File: src/rtl/core/mck_ram.sv
`timescale 1ns / 1ps

// Simple dual-port RAM, one write port, one read port, registered read data
module mck_ram #(
  parameter int unsigned Width = 8,
  parameter int unsigned Depth = 8,
  localparam int unsigned AddrW = (Depth > 1) ? $clog2(Depth) : 1
) (
  input  logic             clk_i,
  input  logic             we_i,
  input  logic [AddrW-1:0] waddr_i,
  input  logic [Width-1:0] wdata_i,
  input  logic [AddrW-1:0] raddr_i,
  output logic [Width-1:0] rdata_o
);

  logic [Width-1:0] mem_q [Depth];

  always_ff @(posedge clk_i) begin
    if (we_i) begin
      mem_q[waddr_i] <= wdata_i;
    end
    rdata_o <= mem_q[raddr_i];
  end

endmodule

File: config.mk
export PLATFORM = sky130hd
export DESIGN_NAME = mck_ram
export DESIGN_NICKNAME = d
export VERILOG_FILES = /design/src/rtl/core/mck_ram.sv
export SDC_FILE = /design/constraint.sdc
export NUM_CORES = 1
export LEC_CHECK = 0
export BUFFER_PORTS_ARGS = -buffer_cell sky130_fd_sc_hd__clkbuf_2
export CORE_MARGIN = 2
export CORE_UTILIZATION = 58
export DETAILED_ROUTE_END_ITERATION = 8
export PLACE_DENSITY = 0.78
export SLEW_MARGIN = 20
export SYNTH_ARGS = -nofsm -noshare
export SYNTH_HDL_FRONTEND = slang
export SYNTH_SLANG_ARGS = --single-unit
File: constraint.sdc
create_clock -name clk_i -period 1.4 [get_ports clk_i]
set_input_delay 0.07 -clock clk_i [delete_from_list [all_inputs] [get_ports clk_i]]
set_output_delay 0.07 -clock clk_i [all_outputs]
set_load 0.02 [all_outputs]
* Word-level counts from Yosys, hierarchy flattened
Memories as Yosys holds them, arrays and structs flattened. A register that Yosys moved wholly into a read port is not among the register bits.
Cells that the tools add are included.
W data, S select, Z words.
** Operators by class
- Mux-type cells :: 2
** Operator list (count)
- $mux W1 :: 2
** Word-level totals
- Flip-flop bits (word level) :: 0
- Memory bits (writable) :: 64
- Bits of input ports :: 16
- Output and inout bits :: 8
- Logic and storage cells :: 3
- Memories kept :: 1
** Memory list
- mem_q :: words 8, width 8, read ports 1, clocked after Yosys merged registers in 1, wr ports 1, RTL line 17 : logic [Width-1:0] mem_q [Depth];

* Longest topological paths before layout
Gate-level depths: netlist of the first run.
- Word-level depth :: 2
- Depth in mapped cells :: 4
- Depth with buffers taken out :: 2

* Worst setup path before layout of the first run
Ideal clock, no wire load.
- Path type :: input to register
- Start point :: input port waddr_i[2]
- End point :: memory mem_q[0][0] (enable)
- Setup time :: 0.383 ns
- Arrival time :: 0.847 ns
- Required time :: 1.017 ns
- Path slack :: 0.169 ns
- Stages :: 2
- Path buffers :: 0
- Cell sequence :: nand2b_1 > nor3_1
** RTL lines
- start, declared :: RTL line 11 : input logic [AddrW-1:0] waddr_i,
- end, declared :: RTL line 17
No word-level cell before the write port.

==> results of run 1 <==
-- metrics by stage --
step	cell area [um^2]	utilization	power (mW)	setup slack, ns	std cells
floorplan	2690	-	2.65	0.169	114
global placement	2930	0.663	2.75	0.114	194
detailed placement	2930	0.663	2.77	0.0614	194
CTS	3110	0.705	4.09	0.102	212
global route	3110	0.705	4.20	0.0897	212
finish	3110	0.705	4.04	0.105	212
-- metal layers --
layer  up-vias  share of wire  global-route usage
li1        568              -                   -
met5         -              0                   0
met3         5          0.030              0.0375
met1       631           0.43               0.238
met2        32           0.52               0.314
met4         0          0.017               0.119
-- power breakdown --
part	internal [mW]	total (mW)	switching, mW
clock	0.632	1.33	0.696
sequential	2.43	2.45	0.0214
combinational	0.130	0.271	0.140
total	3.19	4.04	0.858
-- path summary, 6_finish.rpt --
kind | from | to | cells after the start
worst min-delay path | wdata_i[4] | mem_q[1][4] | 1
worst min register to register | mem_q[5][1] | rdata_o[1] | 2
worst max-delay path | mem_q[7][0] | rdata_o[0] | 2
worst max register to register | mem_q[7][0] | rdata_o[0] | 2
-- sequential cells by signal, summed over array words and instances, names as in the netlist --
| signal | flops |
|---|---|
| mem_q | 64 |
| rdata_o | 8 |
-- logic make-up after synthesis --
family,Yosys count,synth area share
buffers and inverters,5,0.0163
DFF,72,0.774
muxes,24,0.188
and+or+nand+nor,13,0.0219
-- cells in the final DEF (no fill, tap or decap), drive strengths merged --
| cell | n |
|---|---|
| mux4 | 16 |
| nor3 | 2 |
| clkinvlp | 1 |
| dfxtp | 8 |
| nor2 | 6 |
| dlygate4sd3 | 2 |
| nand2b | 3 |
| clkbuf | 33 |
| edfxtp | 64 |
| nand2 | 2 |
| buf | 10 |
| clkinv | 5 |
| mux2 | 8 |
-- final cells by class --
| type | instances | area [um^2] | area share |
|---|---|---|---|
| clock buffer | 10 | 128 | 0.0410 |
| clock inverter | 6 | 36.3 | 0.0117 |
| multi-input combinational | 37 | 566 | 0.182 |
| sequential | 72 | 2080 | 0.669 |
| tap | 52 | 65.1 | 0.0209 |
| timing repair buffer | 35 | 235 | 0.0756 |
-- what timing repair did --
item | in CTS | in global routing
hold buffers | 2 | 0
resized for setup | 0 | 0
hold endpoints to repair | 10 | 0
==> run metrics, run 1 <==
status finished clean; Starting Density 0.610; hold_ws 0.0113 ns; Synth Register Bits 72; Buf+Inv Stages, Crit Path 0; final antenna diode count 0; CTS tree yes; max-slew violation count 0; gr usage total 0.192; PD cells 1300 mW/mm^2; Routed WL 4350 um; remaining antenna violation count 0; clk sink count 72; vias in the first global route 1294; cell area after synthesis 0.00269 mm^2; CP required 1.63 ns; Rows 24; Reg clk slew, reported paths 0.07 ns; critical path class reg -> reg; average cell area after synthesis 23.6 um^2; Critical Path End Type flip-flop; area growth from synthesis to layout 15.6%; Synth area leader edfxtp_1; # DRC 0; top cells by area, synth edfxtp_1, mux4_1, dfxtp_1; io pins 24; die width 72.1 um; Fmax 772 MHz; die area 0.00520 mm^2; setup TNS 0 ns; routed len/inst 20.5 um; Leakage 1.12 nW; first-pass GRT wire length 6770 um; fill count 275; initial antenna violation count 0; Routability Congestion 0.654; Core Area 0.00441 mm^2; synth cell count leaders edfxtp_1, mux4_1, dfxtp_1, mux2_2, nor2_1; clock root buffer clkbuf_8; Max clock buf depth 2; Starting DRT DRC Count 86; TritonRoute pass-1 iters 4; layout cells sized above 1 0.356; Async SR Flop Fraction 0; PortBufs 23; crit path max-delay cell type mux4_2; Final Setup Violations 0; worst reg2reg setup slack 0.11 ns; grt total ovfl 0; sequential fraction of the synthesis area 0.774; EDFF count, synth 64; critical path peak fanout 1; largest net degree at the start of global routing 17; routed via count 1236; max_slew headroom 0.737; Worst Tran Pin Value 0.394 ns; htree depth 3; Die Y 72.1 um; top cell type's share of synthesized area 0.714; Top Family by Delay on Critical Path multiplexers; Via density 5.83; Num CTS Buffers 9; Post-CTS Setup Inserts 0; Post-Syn Instances 114; RSZ-0062 raised after global routing no; Crit path largest cell delay 0.49 ns; crit-path cells mux4_2 -> mux2_2; Worst Clk Skew 0.00521 ns; Hold Vio Cnt, Final 0; Post-synth top flop edfxtp_1; Tmin final 1.29 ns; syn nets 130; CP startpoint kind flip-flop; min-delay worst type in -> reg; post-synth cell types 14; Final Cycle Share 0.925; Arr. time, crit path 1.52 ns; Peak VDD IR 0.978 mV; Syn. warnings 0; dpl hpwl 2940 um; Max-cap violations 0; most common cell in the netlist edfxtp_1; Clock Latency Late Sink 0.34 ns; Final #Nets 171
Power figures use the tool's default switching activity.
==> inputs of run 2 (changes only) <==
clock period = 1.3 ns   (was 1.4 ns; I/O delays follow)
==> run metrics, run 2 (synthesized netlist as in run 1, its figures left out) <==
clock power share 0.327; Via density 5.80; final std cells w/o fill 214; min-delay worst type in -> reg; crit path max-delay cell type mux4_2; Logic pwr share 0.068; CP startpoint kind flip-flop; largest net degree at the start of global routing 17; most frequent cells in the layout edfxtp_1, clkbuf_2, mux4_1; Hold Vio Cnt, Final 0; area occupied by multi-input gates 562 um^2; Leakage 1.12 nW; Final Setup Violations 0; register area 0.00208 mm^2; Crit path largest cell delay 0.49 ns; grt total ovfl 0; Worst Hold Launch wdata_i[2]; Core Area 0.00441 mm^2; Largest Register mem_q; status finished clean; Seq pwr share 0.605; Worst Tran Pin Value 0.408 ns; Pint 3.44 mW; crit-path cells mux4_2 -> mux2_2; gr usage total 0.193; sw frac 0.211; Buf+Inv Stages, Crit Path 0; Post-CTS Setup Inserts 0; remaining antenna violation count 0; vias in the first global route 1299; Max clock buf depth 2; fill count 273; die area 0.00520 mm^2; first-pass GRT wire length 6810 um; max_slew headroom 0.728; max-slew violation count 0; dpl cells 194; Arr. time, crit path 1.52 ns; clock root buffer clkbuf_8; pre-CTS setup slack -0.0336 ns; Max-cap violations 0; hold depth 1; Fmax 773 MHz; TritonRoute pass-1 iters 4; htree depth 3; Die Y 72.1 um; Tmin final 1.29 ns; clk sink count 72; Routability Congestion 0.654; Final Cycle Share 0.995; io pins 24; Overall Power 4.35 mW; biggest regs mem_q (64), rdata_o (8); CTS tree yes; Final #Nets 173; Rows 24; Top Family by Delay on Critical Path multiplexers; Finished Core Util 0.709; critical path peak fanout 1; max reg flops 64; critical path class reg -> reg; routed len/inst 20.5 um; dpl hpwl 2940 um; Sw Pwr 0.918 mW; Critical Path End Type flip-flop; layout cells sized above 1 0.358; Num CTS Buffers 9; Routed WL 4380 um; routed via count 1241; commonest non-fill, non-tap cell in the layout edfxtp_1; final antenna diode count 0; worst reg2reg path depth 2; Peak VDD IR 1.05 mV; Starting DRT DRC Count 64; FF-to-FF Start mem_q[7][0]; final setup margin 0.00713 ns; Worst Clk Skew 0.00564 ns; CP required 1.52 ns; initial antenna violation count 0; Clock Latency Late Sink 0.33 ns; area growth from synthesis to layout 16.2%; # DRC 0; RSZ-0062 raised after global routing yes; worst reg2reg setup slack 0.007 ns; PD cells 1390 mW/mm^2; PortBufs 23; Reg-to-Reg End rdata_o[0]; die width 72.1 um; Reg clk slew, reported paths 0.07 ns; Starting Density 0.610; Hold EP mem_q[2][2]
==> run 2: per-stage QoR <==
step | setup TNS (ns) | hold WS (ns) | instance area, um^2
2_1_floorplan | 0 | 0.164 | 2690
3_3_place_gp | 0 | 0.323 | 2930
3_5_place_dp | -0.0856 | 0.345 | 2930
4_1_cts | 0 | 0.00333 | 3130
5_1_grt | -0.0103 | 0.0199 | 3130
6_report | 0 | 0.0171 | 3130
==> run 2: worst max path at each step <==
stage                  end  depth (start not counted)  slack [ns]         from
3_5_place_dp    rdata_o[4]                          4       -0.03   raddr_i[0]
2_1_floorplan  mem_q[0][0]                          2        0.07   waddr_i[2]
5_1_grt         rdata_o[0]                          2       -0.01  mem_q[7][0]
6_report        rdata_o[0]                          2       0.007  mem_q[7][0]
4_1_cts         rdata_o[0]                          2       0.002  mem_q[7][0]
3_3_place_gp    rdata_o[3]                          4        0.02   raddr_i[0]
==> run 2: repair_timing <==
action                                  in CTS  in global routing
endpoints found under the setup margin       0                  2
hold endpoints to repair                    24                  0
hold buffers                                 4                  0
gates resized for setup                      0                  1
==> run 2: layer usage <==
layer,track usage,up-vias,share of wire
li1,-,570,-
met1,0.240,631,0.43
met2,0.314,34,0.52
met3,0.0375,6,0.030
met4,0.119,0,0.017
met5,0,-,0
==> run 2: cell type report <==
cell class / instances / share of cell area
Clock inverter: 6 / 0.0116
Multi-Input combinational cell: 37 / 0.180
Clock buffer: 10 / 0.0408
Sequential cell: 72 / 0.666
Tap cell: 52 / 0.0208
Timing Repair Buffer: 37 / 0.0816
==> run 2: power by group through the flow <==
stage | Combinational [mW] | Clock, mW | Sequential (mW)
after floorplan | 0.140 | 0 | 2.71
after global placement | 0.277 | 0 | 2.68
after detailed placement | 0.291 | 0 | 2.69
after CTS | 0.302 | 1.47 | 2.64
after global routing | 0.320 | 1.57 | 2.64
final | 0.297 | 1.42 | 2.63
==> run 2: worst register-to-register path: stages, from the launching register on <==
cell      delay, ns
edfxtp_1       0.42
mux4_2         0.49
mux2_2         0.27
